`config.mk`:
```
export PLATFORM = sky130hd
export DESIGN_NAME = hdns_sequencer
export DESIGN_NICKNAME = d
export VERILOG_FILES = /design/src/sv/hdns_pkg.sv /design/src/sv/hdns_sequencer.sv
export VERILOG_INCLUDE_DIRS = /design/src /design/src/sv
export SDC_FILE = /design/constraint.sdc
export NUM_CORES = 1
export LEC_CHECK = 0
export ABC_CLOCK_PERIOD_IN_PS = 2600
export BUFFER_PORTS_ARGS = -buffer_cell sky130_fd_sc_hd__buf_2
export CELL_PAD_IN_SITES_DETAIL_PLACEMENT = 1
export CELL_PAD_IN_SITES_GLOBAL_PLACEMENT = 1
export CORE_MARGIN = 4
export CORE_UTILIZATION = 40
export DETAILED_ROUTE_END_ITERATION = 7
export PLACE_DENSITY = 0.84
export SETUP_SLACK_MARGIN = 0.1
export SKIP_CTS_REPAIR_TIMING = 1
export SYNTH_ARGS = -nofsm -noshare
export SYNTH_HDL_FRONTEND = slang
export SYNTH_SLANG_ARGS = --single-unit
```
`constraint.sdc`:
```
create_clock -name clock -period 2.6 [get_ports clock]
set_input_delay 0.39 -clock clock [delete_from_list [all_inputs] [get_ports clock]]
set_output_delay 0.39 -clock clock [all_outputs]
set_load 0.02 [all_outputs]
```
`src/sv/hd44780_nibble_sequencer_defines.svh`:
```
// ---------------------------------------------------------------------------
// HD44780 nibble sequencer assertion macros
// Shared concurrent assertion forms used by the sequencer RTL.
// ---------------------------------------------------------------------------
`ifndef HD44780_NIBBLE_SEQUENCER_DEFINES_SVH
`define HD44780_NIBBLE_SEQUENCER_DEFINES_SVH

// The consequent must hold in the same cycle as the antecedent.
`define HDNS_ASSERT_IMPLY(label, clk, rst, ante, cons) \
   label: assert property (@(posedge clk) disable iff (rst) (ante) |-> (cons)) \
      else $error("hdns: same-cycle check failed");

// The consequent must hold in the cycle after the antecedent.
`define HDNS_ASSERT_NEXT(label, clk, rst, ante, cons) \
   label: assert property (@(posedge clk) disable iff (rst) (ante) |=> (cons)) \
      else $error("hdns: next-cycle check failed");

`endif

```
`src/sv/hdns_pkg.sv`:
```
// ---------------------------------------------------------------------------
// HD44780 nibble sequencer package
// Field widths, operation and register codes, microcode format and program.
// ---------------------------------------------------------------------------
`timescale 1ns / 1ps
`default_nettype none

package hdns_pkg;

   localparam int OP_W     = 2;
   localparam int BYTE_W   = 8;
   localparam int COL_W    = 6;
   localparam int ROW_W    = 2;
   localparam int NIB_W    = 4;
   localparam int WAIT_W   = 16;
   localparam int STEP_W   = 4;
   localparam int CSR_IDX_W = 2;

   localparam logic [OP_W-1:0] OP_INIT   = 2'd0;
   localparam logic [OP_W-1:0] OP_CMD    = 2'd1;
   localparam logic [OP_W-1:0] OP_DATA   = 2'd2;
   localparam logic [OP_W-1:0] OP_CURSOR = 2'd3;

   localparam logic [CSR_IDX_W-1:0] CSR_TWO_LINES  = 2'd0;
   localparam logic [CSR_IDX_W-1:0] CSR_LONG_WAIT  = 2'd1;
   localparam logic [CSR_IDX_W-1:0] CSR_SHORT_WAIT = 2'd2;

   localparam logic [WAIT_W-1:0] LONG_WAIT_RESET  = 16'd1600;
   localparam logic [WAIT_W-1:0] SHORT_WAIT_RESET = 16'd43;
   localparam logic [WAIT_W-1:0] POWER_UP_WAIT    = 16'd15000;
   localparam logic [WAIT_W-1:0] FIRST_RESET_WAIT = 16'd4100;
   localparam logic [WAIT_W-1:0] RESET_WAIT       = 16'd120;

   localparam logic [BYTE_W-1:0] CMD_FUNC_TWO  = 8'h28;
   localparam logic [BYTE_W-1:0] CMD_FUNC_ONE  = 8'h20;
   localparam logic [BYTE_W-1:0] CMD_CLEAR     = 8'h01;
   localparam logic [BYTE_W-1:0] CMD_ENTRY     = 8'h06;
   localparam logic [BYTE_W-1:0] CMD_DISPLAY   = 8'h0C;
   localparam logic [BYTE_W-1:0] CMD_SET_DDRAM = 8'h80;

   localparam logic [STEP_W-1:0] STEP_INIT = 4'd0;
   localparam logic [STEP_W-1:0] STEP_BYTE = 4'd13;
   localparam logic [STEP_W-1:0] STEP_LAST = 4'd14;

   typedef enum logic [1:0] {
      NSRC_CONST = 2'd0,
      NSRC_HIGH  = 2'd1,
      NSRC_LOW   = 2'd2
   } nsrc_type;

   typedef enum logic [2:0] {
      WSRC_ZERO  = 3'd0,
      WSRC_POWER = 3'd1,
      WSRC_FIRST = 3'd2,
      WSRC_RESET = 3'd3,
      WSRC_BYTE  = 3'd4
   } wsrc_type;

   typedef enum logic [2:0] {
      BSRC_FUNC    = 3'd0,
      BSRC_CLEAR   = 3'd1,
      BSRC_ENTRY   = 3'd2,
      BSRC_DISPLAY = 3'd3,
      BSRC_REQ     = 3'd4
   } bsrc_type;

   typedef struct packed {
      logic             strobe;
      nsrc_type         nsrc;
      logic [NIB_W-1:0] const_nib;
      wsrc_type         wsrc;
      bsrc_type         bsrc;
      logic             last;
   } cw_type;

   typedef struct packed {
      logic   accept;
      logic   load;
      cw_type cw;
   } ctrl_type;

   function automatic cw_type mk_cw(input logic strobe, input nsrc_type nsrc,
                                    input logic [NIB_W-1:0] nib, input wsrc_type wsrc,
                                    input bsrc_type bsrc, input logic last);
      cw_type w;
      w.strobe    = strobe;
      w.nsrc      = nsrc;
      w.const_nib = nib;
      w.wsrc      = wsrc;
      w.bsrc      = bsrc;
      w.last      = last;
      return w;
   endfunction

   // Microcode program. Initialization starts at step 0, single bytes at step 13.
   function automatic cw_type hdns_ucode(input logic [STEP_W-1:0] step);
      cw_type w;
      unique case (step)
         4'd0:    w = mk_cw(1'b0, NSRC_CONST, 4'h0, WSRC_POWER, BSRC_REQ, 1'b0);
         4'd1:    w = mk_cw(1'b1, NSRC_CONST, 4'h3, WSRC_FIRST, BSRC_REQ, 1'b0);
         4'd2:    w = mk_cw(1'b1, NSRC_CONST, 4'h3, WSRC_RESET, BSRC_REQ, 1'b0);
         4'd3:    w = mk_cw(1'b1, NSRC_CONST, 4'h3, WSRC_RESET, BSRC_REQ, 1'b0);
         4'd4:    w = mk_cw(1'b1, NSRC_CONST, 4'h2, WSRC_RESET, BSRC_REQ, 1'b0);
         4'd5:    w = mk_cw(1'b1, NSRC_HIGH, 4'h0, WSRC_ZERO, BSRC_FUNC, 1'b0);
         4'd6:    w = mk_cw(1'b1, NSRC_LOW, 4'h0, WSRC_BYTE, BSRC_FUNC, 1'b0);
         4'd7:    w = mk_cw(1'b1, NSRC_HIGH, 4'h0, WSRC_ZERO, BSRC_CLEAR, 1'b0);
         4'd8:    w = mk_cw(1'b1, NSRC_LOW, 4'h0, WSRC_BYTE, BSRC_CLEAR, 1'b0);
         4'd9:    w = mk_cw(1'b1, NSRC_HIGH, 4'h0, WSRC_ZERO, BSRC_ENTRY, 1'b0);
         4'd10:   w = mk_cw(1'b1, NSRC_LOW, 4'h0, WSRC_BYTE, BSRC_ENTRY, 1'b0);
         4'd11:   w = mk_cw(1'b1, NSRC_HIGH, 4'h0, WSRC_ZERO, BSRC_DISPLAY, 1'b0);
         4'd12:   w = mk_cw(1'b1, NSRC_LOW, 4'h0, WSRC_BYTE, BSRC_DISPLAY, 1'b1);
         4'd13:   w = mk_cw(1'b1, NSRC_HIGH, 4'h0, WSRC_ZERO, BSRC_REQ, 1'b0);
         4'd14:   w = mk_cw(1'b1, NSRC_LOW, 4'h0, WSRC_BYTE, BSRC_REQ, 1'b1);
         default: w = mk_cw(1'b0, NSRC_CONST, 4'h0, WSRC_ZERO, BSRC_REQ, 1'b1);
      endcase
      return w;
   endfunction

   function automatic logic [BYTE_W-1:0] row_offset(input logic [ROW_W-1:0] row);
      logic [BYTE_W-1:0] offs;
      unique case (row)
         2'd0:    offs = 8'd0;
         2'd1:    offs = 8'd64;
         2'd2:    offs = 8'd20;
         default: offs = 8'd84;
      endcase
      return offs;
   endfunction

endpackage

`default_nettype wire

```
`src/sv/hdns_sequencer.sv`:
```
// ---------------------------------------------------------------------------
// HD44780 nibble sequencer control
// Step counter, microcode fetch, entry dispatch and output handshake.
// ---------------------------------------------------------------------------
`timescale 1ns / 1ps
`default_nettype none
`include "hd44780_nibble_sequencer_defines.svh"

module hdns_sequencer import hdns_pkg::*; (
   input  wire logic            clock,
   input  wire logic            reset,
   input  wire logic            req_valid,
   input  wire logic [OP_W-1:0] req_operation,
   output logic                 req_ready,
   input  wire logic            rsp_ready,
   output logic                 rsp_valid,
   output ctrl_type             ctrl
);

   logic              busy_ff, busy_in;
   logic [STEP_W-1:0] step_ff, step_in;
   logic              valid_ff, valid_in;
   cw_type            cw;
   logic              load;
   logic              finish;
   logic              accept;
   logic [STEP_W-1:0] entry;

   always_comb begin
      cw     = hdns_ucode(step_ff);
      load   = busy_ff && (!valid_ff || rsp_ready);
      finish = load && cw.last;
      req_ready = !busy_ff || finish;
      accept = req_valid && req_ready;
      entry  = (req_operation == OP_INIT) ? STEP_INIT : STEP_BYTE;

      busy_in = busy_ff;
      if (accept) begin
         busy_in = 1'b1;
      end else if (finish) begin
         busy_in = 1'b0;
      end

      step_in = step_ff;
      if (accept) begin
         step_in = entry;
      end else if (load) begin
         step_in = step_ff + 4'd1;
      end

      valid_in = valid_ff;
      if (load) begin
         valid_in = 1'b1;
      end else if (rsp_ready) begin
         valid_in = 1'b0;
      end
   end

   always_ff @(posedge clock) begin
      if (reset) begin
         busy_ff  <= 1'b0;
         step_ff  <= STEP_INIT;
         valid_ff <= 1'b0;
      end else begin
         busy_ff  <= busy_in;
         step_ff  <= step_in;
         valid_ff <= valid_in;
      end
   end

   assign rsp_valid   = valid_ff;
   assign ctrl.accept = accept;
   assign ctrl.load   = load;
   assign ctrl.cw     = cw;

   `HDNS_ASSERT_NEXT(a_accept_starts, clock, reset, accept, busy_ff)
   `HDNS_ASSERT_IMPLY(a_step_in_program, clock, reset, busy_ff, step_ff <= STEP_LAST)
   `HDNS_ASSERT_NEXT(a_step_advances, clock, reset, load && !cw.last,
                     busy_ff && step_ff == $past(step_ff) + 4'd1)
   `HDNS_ASSERT_NEXT(a_step_holds, clock, reset, busy_ff && !load,
                     busy_ff && $stable(step_ff))

endmodule

`default_nettype wire

```
==> flow_metrics.py <==
metrics = {
    "drt": {
        "ant_nets": 0,
        "vias": 834,
        "drtIter0Drc": 9,
        "drt-vias-per-instance": 5.60,
        "routedWlPerCell_microns": 16.0,
        "drt-pass1-iter-count": 4,
        "drt_wl_total_mm": 2.38,
        "drcViolationCount": 0,
    },
    "synthesis": {
        "synth_top_area_share_pct": 34.7,
        "ys_seq_area_share_pct": 34.7,
        "async_reset_ff_share_pct": 0,
        "synth-main-ff-cell": "dfxtp_1",
        "ys_warn_count": 0,
        "synthTopCellsByArea": "dfxtp_1 (35%), ha_1 (5.4%), buf_4 (4.9%)",
        "ys_seq_elements": 16,
        "synthesis.area_sq_um": 923,
        "synth_edf_count": 0,
        "synthCells": 104,
        "synth_most_common_cell": "dfxtp_1",
        "post_synth_num_cell_types": 44,
        "synth_common_cells": "dfxtp_1 (16), a21oi_1 (6), buf_4 (6), nand3_1 (6), nor2_1 (6)",
        "syn_avg_cell_area_sq_um": 8.88,
        "synth_area_leader_cell": "dfxtp_1",
    },
    "setup_path": {
        "cp_data_arrival_time_ns": 2.36,
        "crit_path_end_kind": "register",
        "r2r_start": "rsp_valid",
        "path_max_fanout": 10,
        "ff2ff_setup_slack_ns": 0.45,
        "reg2reg_to": "cw[0]",
        "crit_required_ns": 2.81,
        "path_class": "register to register",
        "startpoint": "rsp_valid",
        "crit_path_start_kind": "register",
        "ff2ff_path_depth": 6,
    },
    "grt": {
        "grt_max_degree": 12,
        "antenna_found_initial": 0,
        "grt_overflow": 0,
        "grt_pass1_wl_mm": 4.06,
        "grt_usage_pct": 16.4,
        "first_global_vias": 868,
    },
    "cts": {
        "cts_buffers": 3,
        "cts.sinks": 16,
        "cts_max_level": 1,
        "tritoncts": "done",
        "root_buffer": "clkbuf_4",
        "insertion_delay_ns": 0.30,
        "clock_path_buffers": 2,
        "clkTransAtPathRegs_ns": 0.10,
    },
    "floorplan": {
        "start_util_pct": 41.7,
        "die_w_microns": 56.0,
        "core_sq_mm": 0.00221,
        "rows": 17,
        "chipHeight_microns": 56.0,
        "num_io_pins": 24,
        "die_area_sq_mm": 0.00314,
    },
    "power": {
        "p_clk_share_pct": 26.1,
        "power.switching_mw": 0.222,
        "power_frac_seq_pct": 44.3,
        "internal-power_mw": 0.421,
        "ir_worst_vdd_mv": 0.307,
        "power_density_mw_per_mm2": 619,
        "p_leak_nw": 0.479,
        "netSwitchingFraction_pct": 34.5,
        "combPwrFrac_pct": 29.5,
    },
    "sta": {
        "timing.setup.tns_ns": 0,
        "skew_ns": 0.00877,
        "max_freq_ghz": 0.465,
        "period_minus_slack_ns": 2.15,
        "maxSlewViolCount": 0,
        "fin_ws_ns": 0.449,
        "slew-limit-headroom_pct": 65.2,
        "tightestPinTransition_ns": 0.517,
        "rsz0062_at_grt": "no",
        "finalHoldViolCount": 0,
        "holdWs_ns": 0.327,
        "final-setup-viol-count": 0,
        "final.period_utilization_pct": 82.7,
    },
    "cells_and_area": {
        "fin_cells": 149,
        "drive_gt1_share_pct": 28.1,
        "fill_cells": 272,
        "register_area_sq_um": 320,
        "nets": 132,
        "antenna_cells": 0,
        "area_delta_synth_final_pct": 12.5,
        "multiInputGateArea_sq_um": 515,
    },
    "placed_design": {
        "dp_slack_ns": 0.349,
        "port-buffer-count": 21,
        "dp.cells": 145,
        "place_congestion": 0.881,
        "dp_hpwl_mm": 1.88,
    },
    "hold_path": {
        "whs_endpoint": "busy_ff",
        "hold_path_class": "input port to register",
        "holdPathStages": 3,
        "hold_start": "req_valid",
    },
    "flow_run": {
        "cap_violations": 0,
    },
    "status": {
        "status": "complete, no violations",
    },
}
==> cell usage in the layout, fill, tap and decap left out, drive strengths merged, types with 2 or more instances in the layout <==
| cell | n |
|---|---|
| buf | 21 |
| dfxtp | 16 |
| a21oi | 7 |
| inv | 7 |
| nor2 | 6 |
| nand3 | 6 |
| nand2 | 5 |
| o21ai | 5 |
| a211oi | 5 |
| nor3 | 5 |
| ha | 4 |
| clkbuf | 4 |
| nor4 | 4 |
| or3 | 3 |
| and3 | 2 |
| conb | 2 |
==> state kept, by name, indices dropped and copies added, names as in the netlist <==
| register | flops |
|---|---|
| rsp_valid | 1 |
| cw | 10 |
| busy_ff | 1 |
| step_ff | 4 |
==> worst max path at each step <==
stage	to
6_report	cw[0]
5_1_grt	cw[1]
4_1_cts	cw[0]
3_5_place_dp	cw[1]
3_3_place_gp	cw[0]
2_1_floorplan	cw[0]
==> per-stage QoR <==
stage / util, % / cell area, sq um / total power, mW
after floorplan: - / 927 / 0.437
after global placement: 45.3 / 1000 / 0.473
after detailed placement: 45.3 / 1000 / 0.480
after CTS: 46.9 / 1040 / 0.647
after global routing: 46.9 / 1040 / 0.677
final: 46.9 / 1040 / 0.643
==> per-layer routing <==
layer  GRT usage, %  wire length [microns]  up-vias
met2           25.5                   1170       23
met1           20.4                   1050      400
met5              0                      0        -
li1               -                      -      404
met4           10.2                     66        0
met3           3.25                     95        7
==> layout make-up <==
type                            count  area share [%]
Timing Repair Buffer               21            10.1
Clock buffer                        4            3.49
Inverter                            7            2.53
Multi-Input combinational cell     73            49.6
Tap cell                           28            3.37
Sequential cell                    16            30.8
==> worst max-delay path, cell delays in order (launching register included) <==
cell and delay [ns]:
dfxtp_1 0.36, and2b_1 0.33, o21ai_0 0.25, a211oi_1 0.44, inv_1 0.13, ha_1 0.26
nor4_4 0.29
==> cells by family (layout without fill, tap and decap cells) <==
family                   after synthesis  in the layout  synth area share [%]
adder cells (fa/ha/maj)                4              4                  5.42
flip-flops                            16             16                  34.7
multiplexers                           1              1                  1.08
buffers and inverters                 16             32                  9.89
other                                  1              2                 0.406
AND/OR/NAND/NOR                       39             39                  26.4
AO/OA/AOI/OAI                         27             27                  22.1
==> power groups by stage <==
stage / clock network, mW / registers, mW / logic (mW)
2_1_floorplan: 0 / 0.312 / 0.125
3_3_place_gp: 0 / 0.289 / 0.184
3_5_place_dp: 0 / 0.291 / 0.189
4_1_cts: 0.171 / 0.285 / 0.191
5_1_grt: 0.181 / 0.289 / 0.207
6_report: 0.168 / 0.285 / 0.190
(Power assumes the default switching activity.)
