`src/sv/hd44780_nibble_sequencer_defines.svh`:
```
// ---------------------------------------------------------------------------
// HD44780 nibble sequencer assertion macros
// Shared concurrent assertion forms used by the sequencer RTL.
// ---------------------------------------------------------------------------
`ifndef HD44780_NIBBLE_SEQUENCER_DEFINES_SVH
`define HD44780_NIBBLE_SEQUENCER_DEFINES_SVH

// The consequent must hold in the same cycle as the antecedent.
`define HDNS_ASSERT_IMPLY(label, clk, rst, ante, cons) \
   label: assert property (@(posedge clk) disable iff (rst) (ante) |-> (cons)) \
      else $error("hdns: same-cycle check failed");

// The consequent must hold in the cycle after the antecedent.
`define HDNS_ASSERT_NEXT(label, clk, rst, ante, cons) \
   label: assert property (@(posedge clk) disable iff (rst) (ante) |=> (cons)) \
      else $error("hdns: next-cycle check failed");

`endif

```
`src/sv/hdns_pkg.sv`:
```
// ---------------------------------------------------------------------------
// HD44780 nibble sequencer package
// Field widths, operation and register codes, microcode format and program.
// ---------------------------------------------------------------------------
`timescale 1ns / 1ps
`default_nettype none

package hdns_pkg;

   localparam int OP_W     = 2;
   localparam int BYTE_W   = 8;
   localparam int COL_W    = 6;
   localparam int ROW_W    = 2;
   localparam int NIB_W    = 4;
   localparam int WAIT_W   = 16;
   localparam int STEP_W   = 4;
   localparam int CSR_IDX_W = 2;

   localparam logic [OP_W-1:0] OP_INIT   = 2'd0;
   localparam logic [OP_W-1:0] OP_CMD    = 2'd1;
   localparam logic [OP_W-1:0] OP_DATA   = 2'd2;
   localparam logic [OP_W-1:0] OP_CURSOR = 2'd3;

   localparam logic [CSR_IDX_W-1:0] CSR_TWO_LINES  = 2'd0;
   localparam logic [CSR_IDX_W-1:0] CSR_LONG_WAIT  = 2'd1;
   localparam logic [CSR_IDX_W-1:0] CSR_SHORT_WAIT = 2'd2;

   localparam logic [WAIT_W-1:0] LONG_WAIT_RESET  = 16'd1600;
   localparam logic [WAIT_W-1:0] SHORT_WAIT_RESET = 16'd43;
   localparam logic [WAIT_W-1:0] POWER_UP_WAIT    = 16'd15000;
   localparam logic [WAIT_W-1:0] FIRST_RESET_WAIT = 16'd4100;
   localparam logic [WAIT_W-1:0] RESET_WAIT       = 16'd120;

   localparam logic [BYTE_W-1:0] CMD_FUNC_TWO  = 8'h28;
   localparam logic [BYTE_W-1:0] CMD_FUNC_ONE  = 8'h20;
   localparam logic [BYTE_W-1:0] CMD_CLEAR     = 8'h01;
   localparam logic [BYTE_W-1:0] CMD_ENTRY     = 8'h06;
   localparam logic [BYTE_W-1:0] CMD_DISPLAY   = 8'h0C;
   localparam logic [BYTE_W-1:0] CMD_SET_DDRAM = 8'h80;

   localparam logic [STEP_W-1:0] STEP_INIT = 4'd0;
   localparam logic [STEP_W-1:0] STEP_BYTE = 4'd13;
   localparam logic [STEP_W-1:0] STEP_LAST = 4'd14;

   typedef enum logic [1:0] {
      NSRC_CONST = 2'd0,
      NSRC_HIGH  = 2'd1,
      NSRC_LOW   = 2'd2
   } nsrc_type;

   typedef enum logic [2:0] {
      WSRC_ZERO  = 3'd0,
      WSRC_POWER = 3'd1,
      WSRC_FIRST = 3'd2,
      WSRC_RESET = 3'd3,
      WSRC_BYTE  = 3'd4
   } wsrc_type;

   typedef enum logic [2:0] {
      BSRC_FUNC    = 3'd0,
      BSRC_CLEAR   = 3'd1,
      BSRC_ENTRY   = 3'd2,
      BSRC_DISPLAY = 3'd3,
      BSRC_REQ     = 3'd4
   } bsrc_type;

   typedef struct packed {
      logic             strobe;
      nsrc_type         nsrc;
      logic [NIB_W-1:0] const_nib;
      wsrc_type         wsrc;
      bsrc_type         bsrc;
      logic             last;
   } cw_type;

   typedef struct packed {
      logic   accept;
      logic   load;
      cw_type cw;
   } ctrl_type;

   function automatic cw_type mk_cw(input logic strobe, input nsrc_type nsrc,
                                    input logic [NIB_W-1:0] nib, input wsrc_type wsrc,
                                    input bsrc_type bsrc, input logic last);
      cw_type w;
      w.strobe    = strobe;
      w.nsrc      = nsrc;
      w.const_nib = nib;
      w.wsrc      = wsrc;
      w.bsrc      = bsrc;
      w.last      = last;
      return w;
   endfunction

   // Microcode program. Initialization starts at step 0, single bytes at step 13.
   function automatic cw_type hdns_ucode(input logic [STEP_W-1:0] step);
      cw_type w;
      unique case (step)
         4'd0:    w = mk_cw(1'b0, NSRC_CONST, 4'h0, WSRC_POWER, BSRC_REQ, 1'b0);
         4'd1:    w = mk_cw(1'b1, NSRC_CONST, 4'h3, WSRC_FIRST, BSRC_REQ, 1'b0);
         4'd2:    w = mk_cw(1'b1, NSRC_CONST, 4'h3, WSRC_RESET, BSRC_REQ, 1'b0);
         4'd3:    w = mk_cw(1'b1, NSRC_CONST, 4'h3, WSRC_RESET, BSRC_REQ, 1'b0);
         4'd4:    w = mk_cw(1'b1, NSRC_CONST, 4'h2, WSRC_RESET, BSRC_REQ, 1'b0);
         4'd5:    w = mk_cw(1'b1, NSRC_HIGH, 4'h0, WSRC_ZERO, BSRC_FUNC, 1'b0);
         4'd6:    w = mk_cw(1'b1, NSRC_LOW, 4'h0, WSRC_BYTE, BSRC_FUNC, 1'b0);
         4'd7:    w = mk_cw(1'b1, NSRC_HIGH, 4'h0, WSRC_ZERO, BSRC_CLEAR, 1'b0);
         4'd8:    w = mk_cw(1'b1, NSRC_LOW, 4'h0, WSRC_BYTE, BSRC_CLEAR, 1'b0);
         4'd9:    w = mk_cw(1'b1, NSRC_HIGH, 4'h0, WSRC_ZERO, BSRC_ENTRY, 1'b0);
         4'd10:   w = mk_cw(1'b1, NSRC_LOW, 4'h0, WSRC_BYTE, BSRC_ENTRY, 1'b0);
         4'd11:   w = mk_cw(1'b1, NSRC_HIGH, 4'h0, WSRC_ZERO, BSRC_DISPLAY, 1'b0);
         4'd12:   w = mk_cw(1'b1, NSRC_LOW, 4'h0, WSRC_BYTE, BSRC_DISPLAY, 1'b1);
         4'd13:   w = mk_cw(1'b1, NSRC_HIGH, 4'h0, WSRC_ZERO, BSRC_REQ, 1'b0);
         4'd14:   w = mk_cw(1'b1, NSRC_LOW, 4'h0, WSRC_BYTE, BSRC_REQ, 1'b1);
         default: w = mk_cw(1'b0, NSRC_CONST, 4'h0, WSRC_ZERO, BSRC_REQ, 1'b1);
      endcase
      return w;
   endfunction

   function automatic logic [BYTE_W-1:0] row_offset(input logic [ROW_W-1:0] row);
      logic [BYTE_W-1:0] offs;
      unique case (row)
         2'd0:    offs = 8'd0;
         2'd1:    offs = 8'd64;
         2'd2:    offs = 8'd20;
         default: offs = 8'd84;
      endcase
      return offs;
   endfunction

endpackage

`default_nettype wire

```
`src/sv/hdns_datapath.sv`:
```
// ---------------------------------------------------------------------------
// HD44780 nibble sequencer datapath
// Control registers, request byte capture, operand selection and the
// response register loaded under microcode control.
// ---------------------------------------------------------------------------
`timescale 1ns / 1ps
`default_nettype none

module hdns_datapath import hdns_pkg::*; (
   input  wire logic                 clock,
   input  wire logic                 reset,
   input  wire ctrl_type             ctrl,
   input  wire logic                 csr_write_enable,
   input  wire logic [CSR_IDX_W-1:0] csr_index,
   input  wire logic [WAIT_W-1:0]    csr_write_data,
   input  wire logic [OP_W-1:0]      req_operation,
   input  wire logic [BYTE_W-1:0]    req_byte_value,
   input  wire logic [COL_W-1:0]     req_column,
   input  wire logic [ROW_W-1:0]     req_row,
   output logic                      rsp_strobe_res,
   output logic                      rsp_register_select,
   output logic [NIB_W-1:0]          rsp_nibble,
   output logic [WAIT_W-1:0]         rsp_wait_us,
   output logic                      rsp_last
);

   logic              two_lines_ff;
   logic [WAIT_W-1:0] long_wait_ff;
   logic [WAIT_W-1:0] short_wait_ff;
   logic [BYTE_W-1:0] byte_ff, byte_in;
   logic              rs_ff, rs_in;
   logic [BYTE_W-1:0] cur_byte;
   logic              use_long;
   logic [NIB_W-1:0]  nib_in;
   logic [WAIT_W-1:0] wait_in;
   logic              strobe_ff;
   logic              sel_ff;
   logic [NIB_W-1:0]  nib_ff;
   logic [WAIT_W-1:0] wait_ff;
   logic              last_ff;

   always_ff @(posedge clock) begin
      if (reset) begin
         two_lines_ff  <= 1'b1;
         long_wait_ff  <= LONG_WAIT_RESET;
         short_wait_ff <= SHORT_WAIT_RESET;
      end else if (csr_write_enable) begin
         unique case (csr_index)
            CSR_TWO_LINES:  two_lines_ff  <= csr_write_data[0];
            CSR_LONG_WAIT:  long_wait_ff  <= csr_write_data;
            CSR_SHORT_WAIT: short_wait_ff <= csr_write_data;
            default: ;
         endcase
      end
   end

   always_comb begin
      if (req_operation == OP_CURSOR) begin
         byte_in = (row_offset(req_row) + {2'b00, req_column}) | CMD_SET_DDRAM;
      end else begin
         byte_in = req_byte_value;
      end
      rs_in = (req_operation == OP_DATA);

      unique case (ctrl.cw.bsrc)
         BSRC_FUNC:    cur_byte = two_lines_ff ? CMD_FUNC_TWO : CMD_FUNC_ONE;
         BSRC_CLEAR:   cur_byte = CMD_CLEAR;
         BSRC_ENTRY:   cur_byte = CMD_ENTRY;
         BSRC_DISPLAY: cur_byte = CMD_DISPLAY;
         default:      cur_byte = byte_ff;
      endcase

      use_long = !rs_ff && (cur_byte[BYTE_W-1:2] == '0);

      unique case (ctrl.cw.nsrc)
         NSRC_HIGH: nib_in = cur_byte[BYTE_W-1:NIB_W];
         NSRC_LOW:  nib_in = cur_byte[NIB_W-1:0];
         default:   nib_in = ctrl.cw.const_nib;
      endcase

      unique case (ctrl.cw.wsrc)
         WSRC_POWER: wait_in = POWER_UP_WAIT;
         WSRC_FIRST: wait_in = FIRST_RESET_WAIT;
         WSRC_RESET: wait_in = RESET_WAIT;
         WSRC_BYTE:  wait_in = use_long ? long_wait_ff : short_wait_ff;
         default:    wait_in = '0;
      endcase
   end

   always_ff @(posedge clock) begin
      if (ctrl.accept) begin
         byte_ff <= byte_in;
         rs_ff   <= rs_in;
      end
      if (ctrl.load) begin
         strobe_ff <= ctrl.cw.strobe;
         sel_ff    <= rs_ff;
         nib_ff    <= nib_in;
         wait_ff   <= wait_in;
         last_ff   <= ctrl.cw.last;
      end
   end

   assign rsp_strobe_res      = strobe_ff;
   assign rsp_register_select = sel_ff;
   assign rsp_nibble          = nib_ff;
   assign rsp_wait_us         = wait_ff;
   assign rsp_last            = last_ff;

endmodule

`default_nettype wire

```
`config.mk`:
```
export PLATFORM = sky130hd
export DESIGN_NAME = hdns_datapath
export DESIGN_NICKNAME = d
export VERILOG_FILES = /design/src/sv/hd44780_nibble_sequencer_defines.svh /design/src/sv/hdns_pkg.sv /design/src/sv/hdns_datapath.sv
export SDC_FILE = /design/constraint.sdc
export NUM_CORES = 1
export LEC_CHECK = 0
export BUFFER_PORTS_ARGS = -buffer_cell sky130_fd_sc_hd__buf_2
export CAP_MARGIN = 20
export CORE_AREA = 2 2 62 109
export CTS_CLUSTER_DIAMETER = 150
export DETAILED_ROUTE_END_ITERATION = 8
export DIE_AREA = 0 0 64 111
export PLACE_DENSITY = 0.74
export SLEW_MARGIN = 20
export SYNTH_ARGS = -nofsm -noshare
export SYNTH_HDL_FRONTEND = slang
export SYNTH_SLANG_ARGS = --single-unit
```
`constraint.sdc`:
```
create_clock -name clock -period 4.35 [get_ports clock]
set_clock_uncertainty 0.2 [all_clocks]
set_input_delay 0.435 -clock clock [delete_from_list [all_inputs] [get_ports clock]]
set_output_delay 0.435 -clock clock [all_outputs]
set_load 0.005 [all_outputs]
```
==> summary.md <==
## Final layout
- 0 — antenna diode count
- 27.9% — fraction of layout cells with a size suffix above 1
- 23.6% — area grow syn2layout
- sky130_fd_sc_hd__nand2_1, sky130_fd_sc_hd__buf_2, sky130_fd_sc_hd__a21oi_1 — most frequent cells in the layout
- 439 — Net count, final
- sky130_fd_sc_hd__nand2_1 — most common cell after layout, fill and taps aside

## Synth
- 65 — Synth Register Bits
- 3040 µm² — synthesized cell area
- 0 — number of warnings issued by yosys
- 32 — Post-synth EDFFs
- 366 — syn nets
- sky130_fd_sc_hd__edfxtp_1 — post-synth top area cell
- 53.4% — share of the yosys chip area belonging to registers
- 31.6% — area share of the largest cell type after synthesis
- 46 — number of distinct library cell variants in the gate-level netlist after synthesis
- sky130_fd_sc_hd__edfxtp_1, sky130_fd_sc_hd__dfxtp_1, sky130_fd_sc_hd__nand2_1 — largest cells by area after synthesis
- 9.93 µm² — mean post-synth cell area
- sky130_fd_sc_hd__dfxtp_1 — Main synth FF type
- 306 — instance count of the mapped netlist
- 0% — share of async-settable or async-resettable flops after synthesis

## Clocking
- 9 — Num CTS Buffers
- sky130_fd_sc_hd__clkbuf_16 — cell at the root of the clock tree
- 0.33 ns — clk_lat worst skew
- 0 — count of buffers added by post-CTS timing repair for setup
- 65 — clock tree sinks
- 2 — clk buf depth
- 0 — count of hold-fix buffers inserted at cts
- 0 — post-CTS sizing
- 3 — number of H-tree branching levels
- 0.05 ns — clock-pin slew reported for the worst setup and hold paths after clock tree synthesis
- built — clock tree from TritonCTS

## STA
- 0 — Hold Fails Final Rpt
- no — unrepaired setup endpoints after global routing
- 480 MHz — maximum achievable frequency
- 2.27 ns — crit path setup slack, layout
- 47.9% — Period Utilization, post-route
- 0 ns — Final TNS setup
- 0 — Slew Viols, Final
- 49.1% — max-slew headroom at the worst pin
- 0.761 ns — actual transition at the worst max-transition pin
- 0 — Final Setup Violations
- 2.08 ns — post-route minimum period

## Setup path
- 16 — highest fanout seen on the critical path
- rs_ff$_DFFE_PP_ — startpoint of the worst register-to-register path
- 1.96 ns — worst path arrival time
- register — startpoint class of the critical path
- 4 — number of cell instances on the worst register-to-register path
- rs_ff$_DFFE_PP_ — CP Launch Point
- 2.27 ns — Worst R2R Setup Slack
- register — sort of element at the end of the critical path
- rsp_wait_us[3]$_DFFE_PP_ — destination of the worst register-to-register timing path
- reg2reg — type of the worst setup path
- 4.23 ns — required time of the critical path

## GRT
- 21.7% — global routing usage summed across all routing layers
- 11.4 mm — first-pass GRT wire length
- 34 — maximum number of pins on one net before global-route repair
- 0 — number of antenna violations at the first check in global routing
- 2482 — number of global-route vias before repair
- 0 — grt total ovfl

## Detailed routing
- 113 — number of violations reported at the end of detailed-routing iteration 0
- met4 — highest metal layer with signal wires
- 2530 — routed vias
- 4 — Pre-antenna DRT Iters
- 7.24 mm — Post-Route WL
- 2.53 mm — met1 wire length
- 15.5 µm — average wire length per cell after detail routing
- 0 — antenna violation net count after detailed routing
- 5.43 — vias per cell
- 0 — DRC viols
- 3.98 mm — routed wire length on met2
- 311 µm — total met3 wirelength after detailed routing

## Die
- 64 µm — die width
- 39 — Row Count
- 111 µm — height of the die
- 78 — top-level I/O count
- 6290 µm² — CORE AREA
- 48.3% — initial standard-cell utilization of the core
- 7100 µm² — die footprint

## Placed design
- 0.874 — final RePlAce weighted congestion
- 2.05 ns — worst setup slack before clock tree synthesis
- 77 — Port-buffer cells
- 5.21 mm — post-detailed-placement half-perimeter wirelength

## Power and ir drop
- 0.00147 µW — P_leak
- 1560 µW — Tot Pwr
- 415 nW/µm² — PwrDens
- 0.000341 V — Max VDD drop

## Status
- finished, final reports clean — run status

## Worst hold path
- ctrl[13] — startpoint of the most critical hold path
- rsp_strobe_res$_DFFE_PP_ — worst min-delay path endpoint
- 1 — Hold Crit Depth
- in2reg — worst hold-check path type

## Run
- 0 — count of maximum capacitance violations

## per-layer routing
| metal | GRT usage (%) | vias up |
|---|---|---|
| met5 | 0 | - |
| met4 | 16.4 | 0 |
| met3 | 5.28 | 26 |
| met2 | 38.9 | 80 |
| met1 | 20.2 | 1181 |
| li1 | - | 1243 |
## synth_stat cells, types with 2 or more instances
| master | instances |
|---|---|
| sky130_fd_sc_hd__xnor2_1 | 2 |
| sky130_fd_sc_hd__buf_4 | 3 |
| sky130_fd_sc_hd__buf_2 | 2 |
| sky130_fd_sc_hd__ha_1 | 5 |
| sky130_fd_sc_hd__a31oi_1 | 2 |
| sky130_fd_sc_hd__a311o_1 | 5 |
| sky130_fd_sc_hd__o21ai_0 | 18 |
| sky130_fd_sc_hd__nand2b_1 | 9 |
| sky130_fd_sc_hd__inv_1 | 4 |
| sky130_fd_sc_hd__nand3b_1 | 8 |
| sky130_fd_sc_hd__nand3_1 | 6 |
| sky130_fd_sc_hd__edfxtp_1 | 32 |
| sky130_fd_sc_hd__nor3b_1 | 5 |
| sky130_fd_sc_hd__nand2_1 | 80 |
| sky130_fd_sc_hd__clkbuf_1 | 11 |
| sky130_fd_sc_hd__nor2_1 | 4 |
| sky130_fd_sc_hd__o311ai_1 | 4 |
| sky130_fd_sc_hd__mux2_2 | 5 |
| sky130_fd_sc_hd__dfxtp_1 | 33 |
| sky130_fd_sc_hd__a21oi_1 | 34 |
| sky130_fd_sc_hd__nor3b_2 | 2 |
| sky130_fd_sc_hd__nor3_1 | 5 |
| sky130_fd_sc_hd__or2b_1 | 2 |
| sky130_fd_sc_hd__nor2b_1 | 3 |
## registers in the layout, indices dropped and copies added (netlist names)
signal               count
rsp_nibble               4
two_lines_ff             1
rs_ff                    1
rsp_wait_us             16
rsp_last                 1
rsp_strobe_res           1
rsp_register_select      1
short_wait_ff           16
long_wait_ff            16
byte_ff                  8
## metrics by stage
step	area [µm²]	util (%)	hold WS (ns)	cells
final	3760	59.7	0.0807	466
after global routing	3760	59.7	0.0805	466
after CTS	3760	59.7	0.0691	466
after detailed placement	3460	55.0	0.243	450
after global placement	3460	55.0	0.237	450
after floorplan	3040	-	0.231	306
## report_power, final
group / switching, µW / internal [µW]
clock: 252 / 453
sequential: 18.3 / 681
combinational: 86.9 / 66.5
## worst max path at each step
stage | slack [ns] | cells after the start | end
after floorplan | 2.49 | 4 | rsp_wait_us[5]$_DFFE_PP_
after global routing | 2.20 | 4 | rsp_wait_us[3]$_DFFE_PP_
final | 2.27 | 4 | rsp_wait_us[3]$_DFFE_PP_
after CTS | 2.27 | 4 | rsp_wait_us[12]$_DFFE_PP_
after detailed placement | 2.05 | 5 | rsp_wait_us[12]$_DFFE_PP_
after global placement | 2.10 | 5 | rsp_wait_us[12]$_DFFE_PP_
## critical path: stages (launching register included)
cell and delay (ns):
sky130_fd_sc_hd__edfxtp_1 0.47, sky130_fd_sc_hd__nor4_4 0.07, sky130_fd_sc_hd__a31oi_2 0.64, sky130_fd_sc_hd__nor3_1 0.11
sky130_fd_sc_hd__a311o_1 0.34
## cell families (layout without fill, tap and decap cells)
group	count (synthesis)	in the layout	share of synthesized area, %
AND/OR/NAND/NOR	133	133	22.7
buffers and inverters	20	98	2.92
flip-flops	65	65	53.4
multiplexers	5	5	1.85
adder cells (fa/ha/maj)	5	5	2.06
XOR/XNOR	3	3	0.865
AO/OA/AOI/OAI	75	75	16.2
## cell type report
cell class / count / area (µm²)
Sequential cell: 65 / 1620
Fill cell: 553 / 2540
Timing Repair Buffer: 78 / 393
Clock inverter: 6 / 57.6
Inverter: 4 / 15.0
Multi-Input combinational cell: 221 / 1330
Tap cell: 82 / 103
Clock buffer: 10 / 239
(Power assumes the default switching activity.)
